--- config.mk ---
export PLATFORM = sky130hd
export DESIGN_NAME = sbus_frame_receiver_top
export DESIGN_NICKNAME = d
export VERILOG_FILES = /design/src/rtl/sfr_pkg.sv /design/src/rtl/sbus_frame_receiver_top.sv /design/src/rtl/sfr_framer.sv /design/src/rtl/sfr_tracker.sv
export SDC_FILE = /design/constraint.sdc
export NUM_CORES = 1
export LEC_CHECK = 0
export ABC_AREA = 0
export ABC_CLOCK_PERIOD_IN_PS = 16200
export BUFFER_PORTS_ARGS = -buffer_cell sky130_fd_sc_hd__buf_2
export CAP_MARGIN = 20
export CORE_MARGIN = 10
export CORE_UTILIZATION = 55
export DETAILED_ROUTE_END_ITERATION = 8
export GPL_TIMING_DRIVEN = 0
export PLACE_DENSITY = 0.72
export RECOVER_POWER = 25
export SKIP_LAST_GASP = 1
export SLEW_MARGIN = 20
export SYNTH_ARGS = -nofsm -noshare
export SYNTH_HDL_FRONTEND = slang
export SYNTH_SLANG_ARGS = --single-unit
--- constraint.sdc ---
create_clock -name i_clk -period 16.2 [get_ports i_clk]
set_clock_uncertainty 0.15 [all_clocks]
set_input_delay 3.24 -clock i_clk [delete_from_list [all_inputs] [get_ports i_clk]]
set_output_delay 3.24 -clock i_clk [all_outputs]
set_load 0.005 [all_outputs]
--- src/rtl/sfr_pkg.sv ---
`default_nettype none

package sfr_pkg;

    localparam int unsigned FRAME_BYTES   = 25;
    localparam int unsigned NUM_CH        = 18;
    localparam int unsigned NUM_ANA_CH    = 16;
    localparam int unsigned CH_W          = 11;
    localparam int unsigned IDX_W         = 5;
    localparam int unsigned ANA_IDX_W     = 4;
    localparam int unsigned POS_W         = 5;
    localparam int unsigned ACC_W         = 18;
    localparam int unsigned CFG_IDX_W     = 2;
    localparam int unsigned CFG_DATA_W    = 16;

    localparam logic [7:0]  START_BYTE    = 8'h0f;
    localparam logic [7:0]  FLAG_DIG16    = 8'h01;
    localparam logic [7:0]  FLAG_DIG17    = 8'h02;
    localparam logic [7:0]  FLAG_LOSS     = 8'h04;
    localparam logic [7:0]  FLAG_FAILSAFE = 8'h08;

    localparam logic [POS_W-1:0] POS_LAST_DATA = 5'd22;
    localparam logic [POS_W-1:0] POS_FLAGS     = 5'd23;
    localparam logic [POS_W-1:0] POS_FOOTER    = 5'd24;
    localparam logic [POS_W-1:0] POS_FULL      = 5'd25;

    localparam logic [IDX_W-1:0] LAST_CH     = 5'd17;
    localparam logic [IDX_W-1:0] FIRST_DIG   = 5'd16;
    localparam logic [CH_W-1:0]  CH_MAX      = 11'h7ff;

    localparam logic [15:0]      GAP_THR_RST = 16'd2000;
    localparam logic [CH_W-1:0]  DIG_HI_RST  = 11'd1807;
    localparam logic [CH_W-1:0]  DIG_LO_RST  = 11'd240;

    localparam logic [CFG_IDX_W-1:0] CFG_GAP_THR = 2'd0;
    localparam logic [CFG_IDX_W-1:0] CFG_DIG_HI  = 2'd1;
    localparam logic [CFG_IDX_W-1:0] CFG_DIG_LO  = 2'd2;

    localparam logic [1:0] ST_PENDING  = 2'd0;
    localparam logic [1:0] ST_OK       = 2'd1;
    localparam logic [1:0] ST_FAILSAFE = 2'd2;
    localparam logic [1:0] ST_LOST     = 2'd3;

    typedef struct packed {
        logic        func;
        logic [7:0]  byte_in;
        logic [15:0] elapsed_us;
    } t_in_item;

    typedef struct packed {
        logic [1:0]       status;
        logic [IDX_W-1:0] chan_index;
        logic [CH_W-1:0]  chan_value;
        logic [31:0]      frames_good;
        logic [CH_W-1:0]  max_spread;
        logic             last;
    } t_out_item;

    typedef struct packed {
        logic       done;
        logic [1:0] status;
    } t_frm_evt;

    typedef struct packed {
        logic             valid;
        logic [IDX_W-1:0] idx;
        logic [CH_W-1:0]  value;
    } t_walk_req;

    typedef enum logic [1:0] {
        S_IDLE,
        S_WALK,
        S_EMIT
    } t_state;

endpackage

`default_nettype wire

--- src/rtl/sbus_frame_receiver_top.sv ---
`default_nettype none

// Serial bus frame receiver. Every request carries a received byte with the
// microseconds since the previous one, or a clear of the min/max tracking. An
// ordinary byte or a clear is accepted and its single pending result sits in the
// output register from the next cycle, so such requests can follow back to back
// while results are taken. The byte that completes a 25-byte frame yields 18
// channel results: a clean frame first walks the min/max table, reading one entry
// per cycle and writing it back the cycle after, then the results leave the
// channel store at one per cycle behind a registered read while the output is not
// stalled. No new request is accepted until the last result of a frame has entered
// the output register. A request is only accepted when the block is idle and the
// output register is empty or its result is taken in the same cycle. Write the
// configuration only while nothing is in flight.
module sbus_frame_receiver_top
    import sfr_pkg::*;
(
    input  wire logic                  i_clk,
    input  wire logic                  i_rst_n,
    input  wire logic                  i_in_valid,
    output logic                       o_in_ready,
    input  wire t_in_item              i_in_data,
    output logic                       o_out_valid,
    input  wire logic                  i_out_ready,
    output t_out_item                  o_out_data,
    input  wire logic                  i_cfg_we,
    input  wire logic [CFG_IDX_W-1:0]  i_cfg_idx,
    input  wire logic [CFG_DATA_W-1:0] i_cfg_data
);

    t_state r_state, n_state;

    logic [15:0]      r_gap_thr;
    logic [CH_W-1:0]  r_dig_hi;
    logic [CH_W-1:0]  r_dig_lo;

    logic [IDX_W-1:0] r_k;
    logic             r_iss_done;
    logic             r_dv;
    logic [IDX_W-1:0] r_dk;
    logic [1:0]       r_status;
    logic [31:0]      r_good;

    logic             r_ov;
    logic [1:0]       r_ost;
    logic [IDX_W-1:0] r_oidx;
    logic [CH_W-1:0]  r_oval;
    logic             r_olast;

    logic             w_out_free;
    logic             w_accept;
    logic             w_step;
    logic             w_clear;
    logic             w_walk_go;
    logic             w_emit_go;
    logic             w_issue;
    logic             w_out_load;
    logic             w_consume;
    logic             w_walk_done;
    logic             w_emit_done;
    logic [CH_W-1:0]  w_dval;

    t_frm_evt         w_evt;
    t_walk_req        w_walk;
    logic [1:0]       w_dig_flags;
    logic [CH_W-1:0]  w_store_rd;
    logic [CH_W-1:0]  w_spread;

    assign w_out_free = !r_ov || i_out_ready;
    assign o_in_ready = (r_state == S_IDLE) && w_out_free;
    assign w_accept   = i_in_valid && o_in_ready;
    assign w_step     = w_accept && !i_in_data.func;
    assign w_clear    = w_accept && i_in_data.func;
    assign w_walk_go  = w_step && w_evt.done && (w_evt.status == ST_OK);
    assign w_emit_go  = w_step && w_evt.done && (w_evt.status != ST_OK);

    sfr_framer u_framer (
        .i_clk       (i_clk),
        .i_rst_n     (i_rst_n),
        .i_step      (w_step),
        .i_byte      (i_in_data.byte_in),
        .i_elapsed   (i_in_data.elapsed_us),
        .i_gap_thr   (r_gap_thr),
        .i_rd_en     (w_issue),
        .i_rd_addr   (r_k[ANA_IDX_W-1:0]),
        .o_evt       (w_evt),
        .o_dig_flags (w_dig_flags),
        .o_rd_data   (w_store_rd)
    );

    sfr_tracker u_tracker (
        .i_clk       (i_clk),
        .i_rst_n     (i_rst_n),
        .i_clear     (w_clear),
        .i_rd_en     (w_issue),
        .i_rd_addr   (r_k),
        .i_walk      (w_walk),
        .i_walk_done (w_walk_done),
        .o_spread    (w_spread)
    );

    always_comb begin
        n_state = r_state;
        unique case (r_state)
            S_IDLE: begin
                if (w_walk_go) begin
                    n_state = S_WALK;
                end else if (w_emit_go) begin
                    n_state = S_EMIT;
                end
            end
            S_WALK: begin
                if (w_walk_done) begin
                    n_state = S_EMIT;
                end
            end
            S_EMIT: begin
                if (w_emit_done) begin
                    n_state = S_IDLE;
                end
            end
            default: n_state = S_IDLE;
        endcase
    end

    always_comb begin
        w_out_load = (r_state == S_EMIT) && r_dv && w_out_free;
        // in emit, read ahead only when the read register will be free
        w_issue    = (r_state != S_IDLE) && !r_iss_done
                     && ((r_state == S_WALK) || !r_dv || w_out_load);
        w_consume  = (r_state == S_WALK) ? r_dv : w_out_load;
        w_walk_done = (r_state == S_WALK) && r_dv && (r_dk == LAST_CH);
        w_emit_done = w_out_load && (r_dk == LAST_CH);
        if (r_dk >= FIRST_DIG) begin
            w_dval = w_dig_flags[r_dk[0]] ? r_dig_hi : r_dig_lo;
        end else begin
            w_dval = w_store_rd;
        end
        w_walk.valid = (r_state == S_WALK) && r_dv;
        w_walk.idx   = r_dk;
        w_walk.value = w_dval;
    end

    always_ff @(posedge i_clk) begin
        if (!i_rst_n) begin
            r_state    <= S_IDLE;
            r_gap_thr  <= GAP_THR_RST;
            r_dig_hi   <= DIG_HI_RST;
            r_dig_lo   <= DIG_LO_RST;
            r_k        <= '0;
            r_iss_done <= 1'b0;
            r_dv       <= 1'b0;
            r_good     <= '0;
            r_ov       <= 1'b0;
        end else begin
            r_state <= n_state;

            if (i_cfg_we) begin
                unique case (i_cfg_idx)
                    CFG_GAP_THR: r_gap_thr <= i_cfg_data;
                    CFG_DIG_HI:  r_dig_hi  <= i_cfg_data[CH_W-1:0];
                    CFG_DIG_LO:  r_dig_lo  <= i_cfg_data[CH_W-1:0];
                    default: ;
                endcase
            end

            if (w_walk_go || w_emit_go || w_walk_done) begin
                r_k        <= '0;
                r_iss_done <= 1'b0;
            end else if (w_issue) begin
                if (r_k == LAST_CH) begin
                    r_iss_done <= 1'b1;
                end else begin
                    r_k <= r_k + 5'd1;
                end
            end
            r_dv <= w_issue || (r_dv && !w_consume);

            if (w_walk_go) begin
                r_good <= r_good + 32'd1;
            end

            if (w_out_load) begin
                r_ov <= 1'b1;
            end else if (w_accept && !w_walk_go && !w_emit_go) begin
                r_ov <= 1'b1;
            end else if (i_out_ready) begin
                r_ov <= 1'b0;
            end
        end
    end

    always_ff @(posedge i_clk) begin
        if (w_issue) begin
            r_dk <= r_k;
        end
        if (w_walk_go || w_emit_go) begin
            r_status <= w_evt.status;
        end
        if (w_out_load) begin
            r_ost   <= r_status;
            r_oidx  <= r_dk;
            r_oval  <= w_dval;
            r_olast <= (r_dk == LAST_CH);
        end else if (w_accept) begin
            r_ost   <= ST_PENDING;
            r_oidx  <= '0;
            r_oval  <= '0;
            r_olast <= 1'b1;
        end
    end

    assign o_out_valid            = r_ov;
    assign o_out_data.status      = r_ost;
    assign o_out_data.chan_index  = r_oidx;
    assign o_out_data.chan_value  = r_oval;
    assign o_out_data.frames_good = r_good;
    assign o_out_data.max_spread  = w_spread;
    assign o_out_data.last        = r_olast;

`ifndef SYNTHESIS
    a_walk_quiet: assert property (@(posedge i_clk) disable iff (!i_rst_n)
        (r_state == S_WALK) |-> !r_ov)
        else $error("result presented during min/max walk");
    a_pending_form: assert property (@(posedge i_clk) disable iff (!i_rst_n)
        (r_ov && (r_ost == ST_PENDING)) |-> (r_olast && (r_oidx == '0) && (r_oval == '0)))
        else $error("malformed pending result");
    a_good_on_accept: assert property (@(posedge i_clk) disable iff (!i_rst_n)
        !$stable(r_good) |-> $past(w_walk_go))
        else $error("frame count moved without a clean frame");
`endif

endmodule

`default_nettype wire

--- src/rtl/sfr_framer.sv ---
`default_nettype none

module sfr_framer
    import sfr_pkg::*;
(
    input  wire logic                 i_clk,
    input  wire logic                 i_rst_n,
    input  wire logic                 i_step,
    input  wire logic [7:0]           i_byte,
    input  wire logic [15:0]          i_elapsed,
    input  wire logic [15:0]          i_gap_thr,
    input  wire logic                 i_rd_en,
    input  wire logic [ANA_IDX_W-1:0] i_rd_addr,
    output t_frm_evt                  o_evt,
    output logic [1:0]                o_dig_flags,
    output logic [CH_W-1:0]           o_rd_data
);

    logic [CH_W-1:0] r_mem [0:NUM_ANA_CH-1];

    logic [POS_W-1:0]     r_pos,   n_pos;
    logic                 r_lock,  n_lock;
    logic [ACC_W-1:0]     r_acc,   n_acc;
    logic [POS_W-1:0]     r_cnt,   n_cnt;
    logic [ANA_IDX_W-1:0] r_ch,    n_ch;
    logic [7:0]           r_flags, n_flags;
    logic [CH_W-1:0]      r_rd_data;

    logic                 w_gap;
    logic [POS_W-1:0]     w_pos_e;
    logic                 w_lock_e;
    logic [ACC_W-1:0]     w_wide;
    logic [POS_W-1:0]     w_sum;
    logic                 w_wr_en;
    logic                 w_done;

    assign w_gap    = i_elapsed > i_gap_thr;
    assign w_pos_e  = w_gap ? '0 : r_pos;
    assign w_lock_e = w_gap ? 1'b0 : r_lock;
    assign w_wide   = r_acc | (ACC_W'(i_byte) << r_cnt);
    assign w_sum    = r_cnt + 5'd8;

    always_comb begin
        n_pos   = r_pos;
        n_lock  = r_lock;
        n_acc   = r_acc;
        n_cnt   = r_cnt;
        n_ch    = r_ch;
        n_flags = r_flags;
        w_wr_en = 1'b0;
        w_done  = 1'b0;
        if (i_step) begin
            n_pos  = w_pos_e;
            n_lock = w_lock_e;
            if (!w_lock_e) begin
                if (w_pos_e == '0) begin
                    // drop anything but the start byte
                    if (i_byte == START_BYTE) begin
                        n_pos = 5'd1;
                        n_acc = '0;
                        n_cnt = '0;
                        n_ch  = '0;
                    end
                end else if (w_pos_e < POS_FULL) begin
                    n_pos = w_pos_e + 5'd1;
                    if (w_pos_e <= POS_LAST_DATA) begin
                        // pack bytes LSB first, peel off an 11-bit channel when ready
                        if (w_sum >= POS_W'(CH_W)) begin
                            w_wr_en = 1'b1;
                            n_acc   = w_wide >> CH_W;
                            n_cnt   = w_sum - POS_W'(CH_W);
                            n_ch    = r_ch + 4'd1;
                        end else begin
                            n_acc = w_wide;
                            n_cnt = w_sum;
                        end
                    end else if (w_pos_e == POS_FLAGS) begin
                        n_flags = i_byte;
                    end
                    w_done = (w_pos_e == POS_FOOTER);
                end else begin
                    // overrun after a full frame: lock until the next gap
                    n_pos  = '0;
                    n_lock = 1'b1;
                end
            end
        end
    end

    always_ff @(posedge i_clk) begin
        if (!i_rst_n) begin
            r_pos  <= '0;
            r_lock <= 1'b0;
            r_cnt  <= '0;
            r_ch   <= '0;
        end else begin
            r_pos  <= n_pos;
            r_lock <= n_lock;
            r_cnt  <= n_cnt;
            r_ch   <= n_ch;
        end
    end

    always_ff @(posedge i_clk) begin
        r_acc   <= n_acc;
        r_flags <= n_flags;
    end

    always_ff @(posedge i_clk) begin
        if (w_wr_en) begin
            r_mem[r_ch] <= w_wide[CH_W-1:0];
        end
        if (i_rd_en) begin
            r_rd_data <= r_mem[i_rd_addr];
        end
    end

    always_comb begin
        o_evt.done = w_done;
        if ((r_flags & FLAG_FAILSAFE) != 8'h00) begin
            o_evt.status = ST_FAILSAFE;
        end else if ((r_flags & FLAG_LOSS) != 8'h00) begin
            o_evt.status = ST_LOST;
        end else begin
            o_evt.status = ST_OK;
        end
    end

    assign o_dig_flags = {(r_flags & FLAG_DIG17) != 8'h00, (r_flags & FLAG_DIG16) != 8'h00};
    assign o_rd_data   = r_rd_data;

`ifndef SYNTHESIS
    a_acc_bound: assert property (@(posedge i_clk) disable iff (!i_rst_n)
        (r_cnt <= 5'd10) && (r_pos <= POS_FULL))
        else $error("framer bit count or position out of range");
`endif

endmodule

`default_nettype wire

--- src/rtl/sfr_tracker.sv ---
`default_nettype none

module sfr_tracker
    import sfr_pkg::*;
(
    input  wire logic             i_clk,
    input  wire logic             i_rst_n,
    input  wire logic             i_clear,
    input  wire logic             i_rd_en,
    input  wire logic [IDX_W-1:0] i_rd_addr,
    input  wire t_walk_req        i_walk,
    input  wire logic             i_walk_done,
    output logic [CH_W-1:0]       o_spread
);

    logic [2*CH_W-1:0] r_mem [0:NUM_CH-1];
    logic [2*CH_W-1:0] r_rd_data;
    logic              r_mm_valid;
    logic [CH_W-1:0]   r_spread;

    logic [CH_W-1:0]   w_old_min;
    logic [CH_W-1:0]   w_old_max;
    logic [CH_W-1:0]   w_new_min;
    logic [CH_W-1:0]   w_new_max;
    logic [CH_W-1:0]   w_cand;

    // untouched table reads as min all-ones, max zero
    assign w_old_min = r_mm_valid ? r_rd_data[2*CH_W-1:CH_W] : CH_MAX;
    assign w_old_max = r_mm_valid ? r_rd_data[CH_W-1:0] : '0;
    assign w_new_min = (i_walk.value < w_old_min) ? i_walk.value : w_old_min;
    assign w_new_max = (i_walk.value > w_old_max) ? i_walk.value : w_old_max;
    assign w_cand    = w_new_max - w_new_min;

    always_ff @(posedge i_clk) begin
        if (i_walk.valid) begin
            r_mem[i_walk.idx] <= {w_new_min, w_new_max};
        end
        if (i_rd_en) begin
            r_rd_data <= r_mem[i_rd_addr];
        end
    end

    always_ff @(posedge i_clk) begin
        if (!i_rst_n) begin
            r_mm_valid <= 1'b0;
            r_spread   <= '0;
        end else if (i_clear) begin
            r_mm_valid <= 1'b0;
            r_spread   <= '0;
        end else begin
            if (i_walk_done) begin
                r_mm_valid <= 1'b1;
            end
            // per-channel spread only grows, so a running maximum suffices
            if (i_walk.valid && (w_cand > r_spread)) begin
                r_spread <= w_cand;
            end
        end
    end

    assign o_spread = r_spread;

`ifndef SYNTHESIS
    a_min_le_max: assert property (@(posedge i_clk) disable iff (!i_rst_n)
        i_walk.valid |-> (w_new_max >= w_new_min))
        else $error("tracker min above max");
    a_spread_clear: assert property (@(posedge i_clk) disable iff (!i_rst_n)
        i_clear |=> (r_spread == '0) && !r_mm_valid)
        else $error("tracker spread not cleared");
`endif

endmodule

`default_nettype wire

==> metrics.md <==
| Metric | Value |
|---|---|
| Status | finished, violations left |
| Failing checks | max-capacitance violations, max-slew violations |
| Final slew viol count | 65 |
| Final HPWL DP | 53.14 mm |
| Period utilisation layout | 57.45% |
| Clk sinks | 760 |
| Post-CTS Setup Bufs | 0 |
| Worst Path Max Fanout | 19 |
| Largest net degree at the start of global routing | 24 |
| Most area-hungry cell type in the Yosys netlist | edfxtp_1 |
| Startpoint types | flip-flop |
| Main area contributors after synthesis | edfxtp_1, mux4_2, dfxtp_1, ha_1, nor2_1 |
| Cell Pwr Density | 108.4 nW/um2 |
| HP Class | flip-flop to flip-flop |
| Non-filler cells, final | between 3000 and 4000 |
| DR vias/cell | 6.082 |
| Yosys warns | 0 |
| Drt wl/cell | ~26 um |
| Hold path endpoint | r_dk[4] |
| Final WS setup | 6.893 ns |
| Final setup TNS | 0 ns |
| Slew at the pin closest to its max-slew limit | ~2.3 ns |
| Placement Setup Slack | approximately 7 ns |
| Via count | 18630 |
| Hold path depth | 0 |
| Slowest cell delay on critical path | 0.96 ns |
| Crit Path Category | flip-flop to flip-flop |
| Placed instance count | 2916 |
| CTS Buffer Depth | 3 |
| Post-DP Area | 34090 um2 |
| RePlAce Congestion | slightly below 0.9 |
| Crit path buffers/inverters | 5 |
| CTS tree | yes |
| Die H | around 260 um |
| Proportion of layout cells with a drive suffix above 1 | 20.23% |
| H-tree levels | 3 |
| Max VDD drop | 0.00009652 V |
| Initial antenna violation count | 4 |
| Syn_nets | 2128 |
| Delay-heaviest family, CP | compound AO/OA/AOI/OAI gates |
| DRT iter0 DRCs | between 2000 and 2500 |
| First-pass GRT wire length | 118.3 mm |
| Number of flops mapped to enable cells by yosys | roughly 650 |
| Start of the worst register-to-register path | r_dk[0] |
| CORE AREA | 57480 um2 |
| Residual DRC | 0 |
| R2R cell count | 30 |
| Fmax | 0.1074 GHz |
| Final setup fails | 0 |
| Most instantiated cells after synthesis | edfxtp_1, nor2_1, mux4_2 |
| Vias in the first global route | between 15000 and 20000 |
| Sequential fraction of the synthesis area | about two thirds |
| Worst Hold Slack | 0.2779 ns |
| Resize count post-CTS | 0 |
| Post-synth cell types | 72 |
| Design Area, Final | 36130 um2 |
| Clock transition at the registers of the reported paths | 0.06 ns |
| Post-synthesis async set-or-reset flop share | 0% |
| Worst skew pair latency | 0.63 ns |
| Critical path capture point type | flip-flop |
| WL final | 78.96 mm |
| Top-count cell post-synth | edfxtp_1 |
| Total of max-cap violations | 5 |
| Post-synth top area share | 61.63% |
| Total GRT Usage | 23.52% |
| Mean Syn Cell Area | between 15 and 20 um2 |
| Final critical-path required period | 9.307 ns |
| Die Width | 260.5 um |
| Die ar. | around 68000 um2 |
| Layout filler cell count | 4072 |
| I/O pin count | approximately 110 |
| Fin nets | 2351 |
| Relative slew slack | -52.26% |
| RSZ-0062 raised after global routing | no |
| Min-delay src | r_k[4] |
| Worst R2R Setup Slack | between 6 and 7 ns |
| RR Endpoint | u_tracker.o_spread[6] |
| Post-synthesis register bit count | 760 |
| Final design utilization | a little over three fifths |
| Max stage delay cell, worst path | mux2i_2 |
| Lkg Pwr | 11.98 nW |
| Tot Pwr | just under 4 mW |
| Top_reg_cell synth | edfxtp_1 |
| Final hold vios | 0 |
| Post-CTS Hold Buffers | 0 |
| Critical Path RT | 16.53 ns |
| CTS buffer count | 77 |
| DR pass1 iterations | 5 |
| CP Data Arrival Time | just under 10 ns |
| PortBufs | 111 |
| Initial Util | a little under three fifths |
| P&R area growth vs syn | 13.57% |
| Number of core rows | 88 |
| ANT nets after route | 0 |
| Gr ovfl total | 0 |
| Mapped Area | 31820 um2 |
| Gate Count Post-Synth | 2010 |
| Clock root cell | clkbuf_16 |
==> worst max-delay path by stage <==
stage                start                     to  slack [ns]  cells after the start
6_report           r_dk[0]  u_tracker.o_spread[6]        6.89                     30
3_3_place_gp       r_dk[0]  u_tracker.o_spread[9]        6.95                     30
5_1_grt            r_dk[0]  u_tracker.o_spread[8]        6.30                     31
2_1_floorplan  i_out_ready                 r_k[2]        8.51                      7
4_1_cts            r_dk[0]  u_tracker.o_spread[8]        6.99                     30
3_5_place_dp       r_dk[0]  u_tracker.o_spread[8]        7.00                     30
==> registers in the layout, indices dropped and copies added (netlist names), 5 cells and up <==
register             count
u_framer.o_rd_data      11
r_dk                     5
u_framer.r_mem         176
u_tracker.r_rd_data     22
u_tracker.r_mem        396
u_tracker.o_spread      11
r_dig_lo                11
u_framer.r_cnt           5
r_gap_thr               16
u_framer.r_acc          18
r_oval                  11
u_framer.r_pos           5
r_k                      5
r_dig_hi                11
r_oidx                   5
r_good                  32
==> metal layers <==
layer	up-vias	GRT usage [%]	share of wire (%)	routed length, um
met5	-	0	0	0
met4	0	7.315	2.4	1902
met3	128	4.501	8.2	6473
met2	837	38.23	49	38460
met1	9443	31.91	41	32120
li1	8222	-	-	-
==> cells by family (layout without fill, tap and decap cells) <==
family                   Yosys count  count (layout)  share of synthesized area, %
AO/OA/AOI/OAI                    233             233                         4.467
XOR/XNOR                          40              40                         1.101
adder cells (fa/ha/maj)           71              71                         2.808
buffers and inverters            165             449                         2.006
flip-flops                       760             760                         68.36
multiplexers                     236             236                         13.97
other                              0               4                             0
AND/OR/NAND/NOR                  505             505                         7.287
==> cells in the final DEF (no fill, tap or decap), types with 8 or more instances in the layout <==
cell,count
edfxtp_1,653
mux4_2,165
nor2_1,164
nand2_1,153
buf_2,117
dfxtp_1,107
clkbuf_1,98
a21oi_1,88
clkbuf_16,80
inv_1,70
ha_1,69
o21ai_0,54
mux2i_1,53
nand3_1,39
xnor2_1,26
nor2b_1,24
a21o_1,20
nand4_1,19
nor3_1,18
or3_1,17
buf_1,17
xor2_1,14
mux2_2,14
clkinv_2,14
a211oi_1,12
and2_1,12
nand2b_1,11
and3_1,10
clkinv_1,10
buf_4,9
buf_6,8
o211ai_1,8
==> power breakdown <==
part	leakage, nW	total, mW	internal (mW)	switching (mW)
logic	4.01	0.0796	0.0254	0.0542
registers	6.78	2.12	2.11	0.00318
clock network	1.18	1.72	0.971	0.748
==> final cells by class <==
cell class | count | area [um2] | area share, %
Inverter | 71 | 266.5 | 0.7376
Buffer | 94 | 379.1 | 1.049
Antenna cell | 4 | 10.01 | 0.02770
Multi-Input combinational cell | 1085 | 9528 | 26.37
Sequential cell | 760 | 21750 | 60.20
Timing Repair Buffer | 144 | 797.0 | 2.206
Tap cell | 765 | 957.2 | 2.649
Clock buffer | 101 | 2101 | 5.814
Clock inverter | 39 | 344.1 | 0.9522
No activity file was read; power rests on OpenSTA's default activity.
